==> config.mk <==
export PLATFORM = sky130hd
export DESIGN_NAME = mwk_ram
export DESIGN_NICKNAME = d
export VERILOG_FILES = /design/src/sv/mwk_ram.sv
export SDC_FILE = /design/constraint.sdc
export NUM_CORES = 1
export LEC_CHECK = 0
export ABC_CLOCK_PERIOD_IN_PS = 1800
export BUFFER_PORTS_ARGS = -buffer_cell sky130_fd_sc_hd__buf_2
export CAP_MARGIN = 20
export CORE_MARGIN = 5
export CORE_UTILIZATION = 40
export DETAILED_ROUTE_END_ITERATION = 10
export PLACE_DENSITY = 0.58
export SETUP_SLACK_MARGIN = 0.2
export SKIP_LAST_GASP = 1
export SLEW_MARGIN = 20
export SYNTH_ARGS = -nofsm -noshare
export SYNTH_HDL_FRONTEND = slang
export SYNTH_SLANG_ARGS = --single-unit
==> constraint.sdc <==
create_clock -name clk -period 1.8 [get_ports clk]
set_clock_uncertainty 0.05 [all_clocks]
set_input_delay 0.18 -clock clk [delete_from_list [all_inputs] [get_ports clk]]
set_output_delay 0.18 -clock clk [all_outputs]
set_load 0.02 [all_outputs]
==> src/sv/mwk_ram.sv <==
// ----------------------------------------------------------------------------
// mwk_ram
// Generic single-write, single-read RAM with registered read data.
// ----------------------------------------------------------------------------
module mwk_ram #(
  parameter int WIDTH = 8,
  parameter int DEPTH = 16
) (
  input  logic                     clk,
  input  logic                     we,
  input  logic [$clog2(DEPTH)-1:0] waddr,
  input  logic [WIDTH-1:0]         wdata,
  input  logic [$clog2(DEPTH)-1:0] raddr,
  output logic [WIDTH-1:0]         rdata
);

  logic [WIDTH-1:0] mem [DEPTH];

  always_ff @(posedge clk) begin
    if (we) begin
      mem[waddr] <= wdata;
    end
    rdata <= mem[raddr];
  end

endmodule

==> flow_summary.toml <==
[logic_synthesis]
yosysSeqAreaShare_pct = 77.8
syn_inst = 229
synth_cell_types = 19
syn-num-nets = 247
yosysTopAreaCell = "edfxtp_1"
synth_most_common_cell = "edfxtp_1"
ys_ff_latch = 136
yosys-top-cells-count = "128 x edfxtp_1, 18 x mux4_2, 16 x a22oi_1"
synth_ff_type = "edfxtp_1"
yosysTopAreaCellShare_pct = 74.7
syn_area_sq_um = 5150
avgSynthCellArea_sq_um = 22.5
synth.area.top_cells = "edfxtp_1 75%, mux4_2 7.9%, mux4_1 7.1%, dfxtp_1 3.1%, a22oi_1 2.3%"
ys_warn_count = 0
synth_edf_count = 128
async_flop_share_pct = 0

[finish]
diodes = 0
final_util_pct = 49.4
area_delta_synth_final_pct = 21.1
post_route_cells_drive_above_1_share_pct = 32.3
nNetsFinal = 302
final_area_sq_um = 6230

[sta]
finalHoldViolCount = 0
setup_ws_ns = 0.375
fin_setup_tns_ns = 0
fin_crit_sh_pct = 79.2
worst_pin_slew_ns = 0.365
fmax_mhz = 702
fin_hold_ws_ns = 0.119
drv_slew = 0
setup_violations = 0
rsz0062_at_grt = "false"
period_minus_slack_ns = 1.42
relSlewSlack_pct = 75.7

[worst_setup_path]
worst_setup_path_start_kind = "flop"
r2r_start = "mem[1][1]$_DFFE_PP_"
crit_start = "mem[1][1]$_DFFE_PP_"
crit_path_end_kind = "flop"
required_ns = 2.04
cp_max_fo = 1
crit_type = "reg -> reg"
arrival_ns = 1.66

[clocking]
cts_tree = "done"
cts_setup_buffers = 0
clockBufferDepth = 2
root_buffer = "clkbuf_16"
cts_hold_buf = 0
clkTransAtPathRegs_ns = 0.06
cts_resized = 0
clk-insertion-delay-late_ns = 0.40
h-tree-depth = 4
numCtsBuffers = 17
cts_sinks = 136

[placement]
dpl-instance-area_sq_um = 5600
pre_cts_ws_ns = 0.151
gp_congestion = 0.674
post-dp-hpwl_mm = 6.28
io_buffers = 25

[global_routing]
antenna_found_initial = 0
grt_pass1_wl_mm = 14.9
grt_max_degree = 33
overflow = 0
grt_pass1_vias = 2570
track_usage_pct = 14.1

[min_path]
min-delay-start = "wdata[4]"
holdCritPathClass = "in -> reg"

[route]
drc_errors = 0
wire_per_inst_um = 20.5
wl_mm = 9.61
vias_per_cell = 5.05
drt_iter0_markers = 233
firstDrtPassIters = 4
dr_total_vias = 2370
antenna_left = 0

[floorplanning]
initial_core_util_pct = 40.8
core-area_sq_um = 12600
fp.dieH_um = 123
die_x_um = 123
rows = 41
die_area_sq_um = 15200
io_pins = 26

[outcome]
outcome = "complete, no violations"

[power]
p_leak_uw = 0.00213
vdd_drop_max_uv = 621
power.density_nw_per_um2 = 1220

[job]
max-cap-violations = 0
## final timing paths
path | cells past startpoint | slack [ns] | to
setup / recovery | 3 | 0.38 | rdata[1]$_DFF_P_
hold / removal | 1 | 0.12 | mem[5][4]$_DFFE_PP_
setup reg to reg | 3 | 0.38 | rdata[1]$_DFF_P_
hold reg to reg | 3 | 0.62 | rdata[3]$_DFF_P_
## final cells by class
class / instances / area, sq um
Multi-Input combinational cell: 83 / 1060
Tap cell: 172 / 215
Fill cell: 1064 / 6390
Timing Repair Buffer: 46 / 320
Sequential cell: 136 / 4000
Clock buffer: 17 / 425
Clock inverter: 15 / 206
## per-stage QoR
stage	std cells	total power (uW)
finish	469	7570
global placement	437	3980
detailed placement	437	3990
global route	469	7820
floorplan	229	3830
CTS	469	7640
## cells by family (layout without fill, tap and decap cells)
logic type      count (synthesis)  count (layout)  share of synthesized area, %
flops                         136             136                          77.8
simple gates                   35              35                          3.18
buf+inv                        10              78                          1.68
mux                            32              32                          15.0
compound gates                 16              16                          2.33
## layer usage
metal / global-route usage (%) / part of all wire [%] / vias to the layer above
li1: - / - / 1085
met1: 17.6 / 44 / 1247
met2: 23.2 / 52 / 32
met3: 4.53 / 2.7 / 6
met4: 4.98 / 1.0 / 0
met5: 0 / 0 / -
## worst max-delay path, cell delays in order, from the launching register on
cell and delay (ns):
edfxtp_1 0.37, mux4_1 0.51, a22oi_1 0.30, nand2_1 0.08
## cell usage in the layout (no fill, tap or decap)
cell type,Yosys,routed
edfxtp_1,128,128
buf_2,3,25
mux4_2,18,18
buf_4,1,18
clkbuf_16,0,17
a22oi_1,16,16
mux4_1,14,14
nor2_1,13,13
nand2_1,9,9
dfxtp_1,8,8
bufinv_16,0,5
clkinv_2,0,5
nor3_1,4,3
buf_12,0,3
nand3b_1,2,2
nand2b_1,2,2
clkinvlp_4,0,2
clkinv_1,0,2
nor2b_1,1,1
and2_1,1,1
and2b_1,1,1
nand3_1,1,1
or3b_2,1,1
nor3_2,0,1
inv_6,0,1
## flip-flops by register name, summed over array words and instances (netlist names)
register and cells:
mem 128, rdata 8
## where the power goes
group	switching (uW)	total, uW	leakage [uW]	internal (uW)
registers	20.8	3560	0.00122	3540
clock network	1220	3660	0.000308	2440
logic	204	353	0.000596	149
(Power assumes the default switching activity.)
