### config.mk
export PLATFORM = sky130hd
export DESIGN_NAME = mwk_cover
export DESIGN_NICKNAME = d
export VERILOG_FILES = /design/src/sv/mwk_pkg.sv /design/src/sv/mwk_cover.sv
export SDC_FILE = /design/constraint.sdc
export NUM_CORES = 1
export LEC_CHECK = 0
export ABC_CLOCK_PERIOD_IN_PS = 4300
export BUFFER_PORTS_ARGS = -buffer_cell sky130_fd_sc_hd__buf_2
export CAP_MARGIN = 40
export CORE_MARGIN = 3
export CORE_UTILIZATION = 35
export CTS_CLUSTER_SIZE = 24
export DETAILED_ROUTE_END_ITERATION = 6
export HOLD_SLACK_MARGIN = 0.02
export PLACE_DENSITY = 0.5
export SYNTH_ARGS = -nofsm -noshare
export SYNTH_HDL_FRONTEND = slang
export SYNTH_SLANG_ARGS = --single-unit
### constraint.sdc
create_clock -name clk -period 4.3 [get_ports clk]
set_input_delay 0.43 -clock clk [delete_from_list [all_inputs] [get_ports clk]]
set_output_delay 0.43 -clock clk [all_outputs]
set_load 0.1 [all_outputs]
### src/sv/mwk_pkg.sv
// ----------------------------------------------------------------------------
// mwk_pkg
// Shared widths, codes and types of the Markov usage-model walker.
// ----------------------------------------------------------------------------
package mwk_pkg;

  localparam int NUM_STATES  = 16;
  localparam int MAX_EDGES   = 8;
  localparam int WEIGHT_BITS = 16;
  localparam int COUNT_BITS  = 32;

  localparam int SW    = $clog2(NUM_STATES);
  localparam int EW    = $clog2(MAX_EDGES);
  localparam int KW    = SW + EW;
  localparam int TW    = WEIGHT_BITS + EW;
  localparam int RND_W = 7;
  localparam int PW    = TW + RND_W;
  localparam int STIM_W = 8;
  localparam int EDGE_W = STIM_W + SW + WEIGHT_BITS;
  localparam int MULT   = 97;

  localparam logic [1:0] FN_LOAD  = 2'd0;
  localparam logic [1:0] FN_BEGIN = 2'd1;
  localparam logic [1:0] FN_STEP  = 2'd2;
  localparam logic [1:0] FN_READ  = 2'd3;

  localparam logic [1:0] STS_OK    = 2'd0;
  localparam logic [1:0] STS_ENDED = 2'd1;
  localparam logic [1:0] STS_EMPTY = 2'd2;

  localparam logic CFG_START_STATE = 1'b0;
  localparam logic CFG_END_STATE   = 1'b1;

  typedef struct packed {
    logic          vis_set;
    logic [KW-1:0] vis_idx;
    logic          n_we;
    logic [SW-1:0] n_idx;
    logic [EW:0]   n_val;
  } cov_upd_t;

  function automatic logic [COUNT_BITS-1:0] bump(input logic [COUNT_BITS-1:0] c);
    return (&c) ? c : c + COUNT_BITS'(1);
  endfunction

endpackage

### src/sv/mwk_cover.sv
// ----------------------------------------------------------------------------
// mwk_cover
// Edge counts per state, edge visited marks and the all-edges-visited flag.
// ----------------------------------------------------------------------------
module mwk_cover (
  input  logic                    clk,
  input  logic                    rst_n,
  input  mwk_pkg::cov_upd_t       upd_i,
  input  logic [mwk_pkg::SW-1:0]  n_addr_i,
  output logic [mwk_pkg::EW:0]    n_o,
  input  logic [mwk_pkg::KW-1:0]  vis_addr_i,
  output logic                    vis_o,
  output logic                    all_vis_o
);
  import mwk_pkg::*;

  logic [NUM_STATES-1:0][MAX_EDGES-1:0] vis_r;
  logic [NUM_STATES-1:0][EW:0]          n_r;
  logic [NUM_STATES-1:0]                ok_r;
  logic [NUM_STATES-1:0]                ok_nxt;

  always_comb begin
    for (int s = 0; s < NUM_STATES; s++) begin
      logic [MAX_EDGES-1:0] used;
      for (int e = 0; e < MAX_EDGES; e++) begin
        used[e] = ((EW+1)'(e) < n_r[s]);
      end
      ok_nxt[s] = &(vis_r[s] | ~used);
    end
  end

  always_ff @(posedge clk) begin
    if (!rst_n) begin
      vis_r <= '0;
      n_r   <= '0;
      ok_r  <= '1;
    end else begin
      if (upd_i.vis_set) begin
        vis_r[upd_i.vis_idx[KW-1:EW]][upd_i.vis_idx[EW-1:0]] <= 1'b1;
      end
      if (upd_i.n_we) begin
        n_r[upd_i.n_idx] <= upd_i.n_val;
      end
      ok_r <= ok_nxt;
    end
  end

  assign n_o       = n_r[n_addr_i];
  assign vis_o     = vis_r[vis_addr_i[KW-1:EW]][vis_addr_i[EW-1:0]];
  assign all_vis_o = &ok_r;

endmodule
==> flow_summary.html <==
<table>
<tr><th>Metric</th><th>Value</th></tr>
<tr><th colspan="2">Outcome</th></tr>
<tr><td>Run status</td><td>complete, no violations</td></tr>
<tr><th colspan="2">STA</th></tr>
<tr><td>Slew Limit Headroom</td><td>38.7%</td></tr>
<tr><td>Count of final hold-check violations</td><td>0</td></tr>
<tr><td>Final slew viol count</td><td>0</td></tr>
<tr><td>Final setup violation count</td><td>0</td></tr>
<tr><td>Achievable clock frequency</td><td>289 MHz</td></tr>
<tr><td>Aggregate negative setup slack</td><td>0 ns</td></tr>
<tr><td>Period utilization</td><td>80.4%</td></tr>
<tr><td>Fin crit period</td><td>3.46 ns</td></tr>
<tr><td>Clock Skews</td><td>0.00761 ns</td></tr>
<tr><td>Setup repair after global routing missed its margin</td><td>no</td></tr>
<tr><td>Transition time at the pin with the least slew margin</td><td>0.912 ns</td></tr>
<tr><th colspan="2">Floorplanning</th></tr>
<tr><td>Top-level I/O count</td><td>36</td></tr>
<tr><td>Initial core utilization</td><td>35.7%</td></tr>
<tr><td>Core outline area</td><td>0.0279 mm2</td></tr>
<tr><td>Horizontal extent of the die</td><td>175 um</td></tr>
<tr><td>Number of rows in the core area</td><td>61</td></tr>
<tr><td>Full die area</td><td>0.0306 mm2</td></tr>
<tr><td>DIE HEIGHT</td><td>175 um</td></tr>
<tr><th colspan="2">Setup path</th></tr>
<tr><td>Data arrival time at the worst-slack endpoint</td><td>3.03 ns</td></tr>
<tr><td>Sort of element at the end of the critical path</td><td>output port</td></tr>
<tr><td>Launch point of the worst reg-to-reg path</td><td>n_r[44]$_SDFFE_PN0P_</td></tr>
<tr><td>Reg2reg path depth</td><td>5</td></tr>
<tr><td>Worst reg-to-reg setup slack</td><td>2.94 ns</td></tr>
<tr><td>End of the worst register-to-register path</td><td>ok_r[11]$_SDFF_PN1_</td></tr>
<tr><td>Critical path startpoint category</td><td>input pin</td></tr>
<tr><td>Worst-path fanout max</td><td>30</td></tr>
<tr><td>Data required time of the critical path</td><td>3.87 ns</td></tr>
<tr><td>Critical path class</td><td>input pin to output port</td></tr>
<tr><th colspan="2">GRT</th></tr>
<tr><td>Largest net degree at the start of global routing</td><td>101</td></tr>
<tr><td>Total GRT Usage</td><td>21.1%</td></tr>
<tr><td>Global-route wire length before repair</td><td>49.4 mm</td></tr>
<tr><td>Leftover overflow at the end of global routing</td><td>0</td></tr>
<tr><td>Antenna violations before repair</td><td>0</td></tr>
<tr><td>Via count of the first global-routing pass</td><td>7,884</td></tr>
<tr><th colspan="2">Logic synthesis</th></tr>
<tr><td>Synth Area in XOR/XNOR</td><td>0%</td></tr>
<tr><td>Post-synthesis average cell area</td><td>9.39 um2</td></tr>
<tr><td>Fraction of synthesized area in multiplexers</td><td>18.7%</td></tr>
<tr><td>Count of flip-flops with a built-in enable after synthesis</td><td>0</td></tr>
<tr><td>Portion of the post-synthesis area used by sequential elements</td><td>41.7%</td></tr>
<tr><td>Adder and majority gate portion of the synthesized area</td><td>0%</td></tr>
<tr><td>Nets in the synthesized netlist</td><td>1,092</td></tr>
<tr><td>Area share of and/or/nand/nor cells after synthesis</td><td>20.3%</td></tr>
<tr><td>Seq cells post-synth</td><td>208</td></tr>
<tr><td>Number of distinct standard cells referenced by the synthesized netlist</td><td>36</td></tr>
<tr><td>Main synth FF type</td><td>sky130_fd_sc_hd__dfxtp_1</td></tr>
<tr><td>Fraction of synthesis flops using an asynchronous set or reset pin</td><td>0%</td></tr>
<tr><td>Number of warnings reported in the yosys synthesis log</td><td>0</td></tr>
<tr><td>Post-synthesis instance area</td><td>0.00997 mm2</td></tr>
<tr><td>Post-synthesis compound-gate area fraction</td><td>15.0%</td></tr>
<tr><td>Main combinational cell family by area after synthesis</td><td>simple AND/OR/NAND/NOR gates</td></tr>
<tr><td>Post-Syn Instances</td><td>1,062</td></tr>
<tr><th colspan="2">Finish</th></tr>
<tr><td>Number of nets in the layout</td><td>1,096</td></tr>
<tr><td>Post-synthesis to final-layout area growth</td><td>12.7%</td></tr>
<tr><td>Most used cells in the layout excluding fill and tap cells</td><td>208 x sky130_fd_sc_hd__dfxtp_1, 149 x sky130_fd_sc_hd__nor2b_1, 92 x sky130_fd_sc_hd__a21oi_1</td></tr>
<tr><td>Number of diodes</td><td>0</td></tr>
<tr><td>Final cell count without fillers</td><td>1,458</td></tr>
<tr><td>Share of cells above drive strength 1</td><td>12.3%</td></tr>
<tr><td>Commonest non-fill, non-tap cell in the layout</td><td>sky130_fd_sc_hd__dfxtp_1</td></tr>
<tr><td>Finished layout cell area</td><td>0.0112 mm2</td></tr>
<tr><th colspan="2">Job</th></tr>
<tr><td>Max-cap violations</td><td>0</td></tr>
<tr><th colspan="2">Placement</th></tr>
<tr><td>RePlAce Congestion</td><td>0.918</td></tr>
<tr><td>Estimated wirelength of the detail-placed design</td><td>24.1 mm</td></tr>
<tr><td>Port Buffer Count</td><td>35</td></tr>
<tr><td>Cells after DPL</td><td>1,417</td></tr>
<tr><td>Placed cell areas</td><td>0.0105 mm2</td></tr>
<tr><th colspan="2">Route</th></tr>
<tr><td>1st-iter DRT viols</td><td>614</td></tr>
<tr><td>Drt wl/cell</td><td>22.4 um</td></tr>
<tr><td>DR vias</td><td>8,021</td></tr>
<tr><td>Residual DRC</td><td>0</td></tr>
<tr><td>Total wire length after detailed routing</td><td>32.6 mm</td></tr>
<tr><td>Post-DRT Antenna Nets</td><td>0</td></tr>
<tr><td>Number of detailed-routing iterations run before antenna repair</td><td>5</td></tr>
<tr><td>Vias per inst</td><td>5.50</td></tr>
<tr><th colspan="2">Power</th></tr>
<tr><td>Static Leak</td><td>3.75 nW</td></tr>
<tr><td>Worst-case vdd ir drop</td><td>0.000206 V</td></tr>
<tr><td>Power density over the cells</td><td>381 mW/mm2</td></tr>
<tr><th colspan="2">Clocking</th></tr>
<tr><td>Clock Latency Late Sink</td><td>0.51 ns</td></tr>
<tr><td>CTS tree</td><td>done</td></tr>
<tr><td>Number of buffers inserted during clock tree synthesis</td><td>25</td></tr>
<tr><td>Buffer cell driving the clock tree root</td><td>sky130_fd_sc_hd__clkbuf_16</td></tr>
<tr><td>Post-CTS setup buffers</td><td>0</td></tr>
<tr><td>Post-CTS resize count</td><td>0</td></tr>
<tr><td>Max Root-Sink Buffers</td><td>3</td></tr>
<tr><td>CTS H-tree lvls</td><td>1</td></tr>
<tr><td>Clock sink total</td><td>208</td></tr>
<tr><td>Count of hold-fix buffers inserted at cts</td><td>0</td></tr>
<tr><td>Clk pin slew, worst setup/hold paths</td><td>0.06 ns</td></tr>
<tr><th colspan="2">Hold path</th></tr>
<tr><td>Hold EP</td><td>n_r[2]$_SDFFE_PN0P_</td></tr>
<tr><td>Beginning of the worst hold path</td><td>rst_n</td></tr>
<tr><td>Worst hold path cell count</td><td>2</td></tr>
<tr><td>HP Class</td><td>input pin to flop</td></tr>
</table>
-- power breakdown --
| part | leakage, nW | internal (W) | switching, W | total (W) |
|---|---|---|---|---|
| Sequential | 1.68 | 0.00195 | 0.0000204 | 0.00197 |
| Clock | 0.394 | 0.00119 | 0.000813 | 0.00201 |
| Combinational | 1.68 | 0.000105 | 0.000200 | 0.000304 |
| Total | 3.75 | 0.00324 | 0.00103 | 0.00428 |
-- worst max-delay path: stages --
cell	delay, ns
sky130_fd_sc_hd__buf_2	0.57
sky130_fd_sc_hd__mux4_1	0.65
sky130_fd_sc_hd__mux4_2	0.51
sky130_fd_sc_hd__and3b_1	0.20
sky130_fd_sc_hd__a31oi_1	0.14
sky130_fd_sc_hd__nand4_1	0.17
sky130_fd_sc_hd__buf_2	0.34
-- worst max path at each step --
stage	to	start	depth (start not counted)	slack, ns
after floorplan	all_vis_o	ok_r[14]$_SDFF_PN1_	2	0.54
after global placement	vis_o	vis_addr_i[5]	7	0.90
after detailed placement	vis_o	vis_addr_i[5]	7	0.88
after CTS	vis_o	vis_addr_i[5]	7	0.86
after global routing	vis_o	vis_addr_i[5]	7	0.76
final	vis_o	vis_addr_i[5]	7	0.84
-- logic make-up after synthesis --
kind of cell           count (synthesis)
buffers and inverters                109
and+or+nand+nor                      370
muxes                                118
DFF                                  208
AOI/OAI and AO/OA                    257
-- metrics by stage --
step,utilization (%),hold WS [ns],setup slack (ns),total power (W)
2_1_floorplan,-,0.457,0.539,0.00222
3_3_place_gp,37.3,0.509,0.900,0.00231
3_5_place_dp,37.4,0.500,0.885,0.00231
4_1_cts,40.2,0.251,0.861,0.00433
5_1_grt,40.2,0.269,0.762,0.00443
6_report,40.2,0.274,0.844,0.00428
-- state kept, by name, indices dropped and copies added (netlist names) --
| signal | cells |
|---|---|
| n_r | 64 |
| ok_r | 16 |
| vis_r | 128 |
-- cell type report --
cell class                      count  area [um2]
Sequential cell                   208        4160
Clock buffer                       35         743
Tap cell                          378         473
Fill cell                        2814       16700
Inverter                           44         165
Clock inverter                      6        40.0
Timing Repair Buffer               42         264
Multi-Input combinational cell    745        5390
-- synthesized netlist by cell type, types with 39 or more instances --
cell | count | area [um2]
sky130_fd_sc_hd__dfxtp_1 | 208 | 4160
sky130_fd_sc_hd__mux2i_1 | 65 | 651
sky130_fd_sc_hd__nor2_1 | 67 | 251
sky130_fd_sc_hd__o21a_1 | 40 | 300
sky130_fd_sc_hd__clkbuf_1 | 53 | 199
sky130_fd_sc_hd__o21ai_0 | 84 | 420
sky130_fd_sc_hd__nor2b_1 | 149 | 932
sky130_fd_sc_hd__a21oi_1 | 92 | 460
sky130_fd_sc_hd__nand2_1 | 53 | 199
sky130_fd_sc_hd__mux4_2 | 47 | 1060
sky130_fd_sc_hd__nand4_1 | 39 | 244
sky130_fd_sc_hd__inv_1 | 44 | 165
-- layer usage --
layer  global-route usage, %  up-vias  share of wire (%)
met5                       0        -                  0
met4                    5.78        0                2.9
met3                    2.98       47                4.6
met2                    36.6      222                 49
met1                    27.6     3943                 43
li1                        -     3809                  -
(Power assumes the default switching activity.)
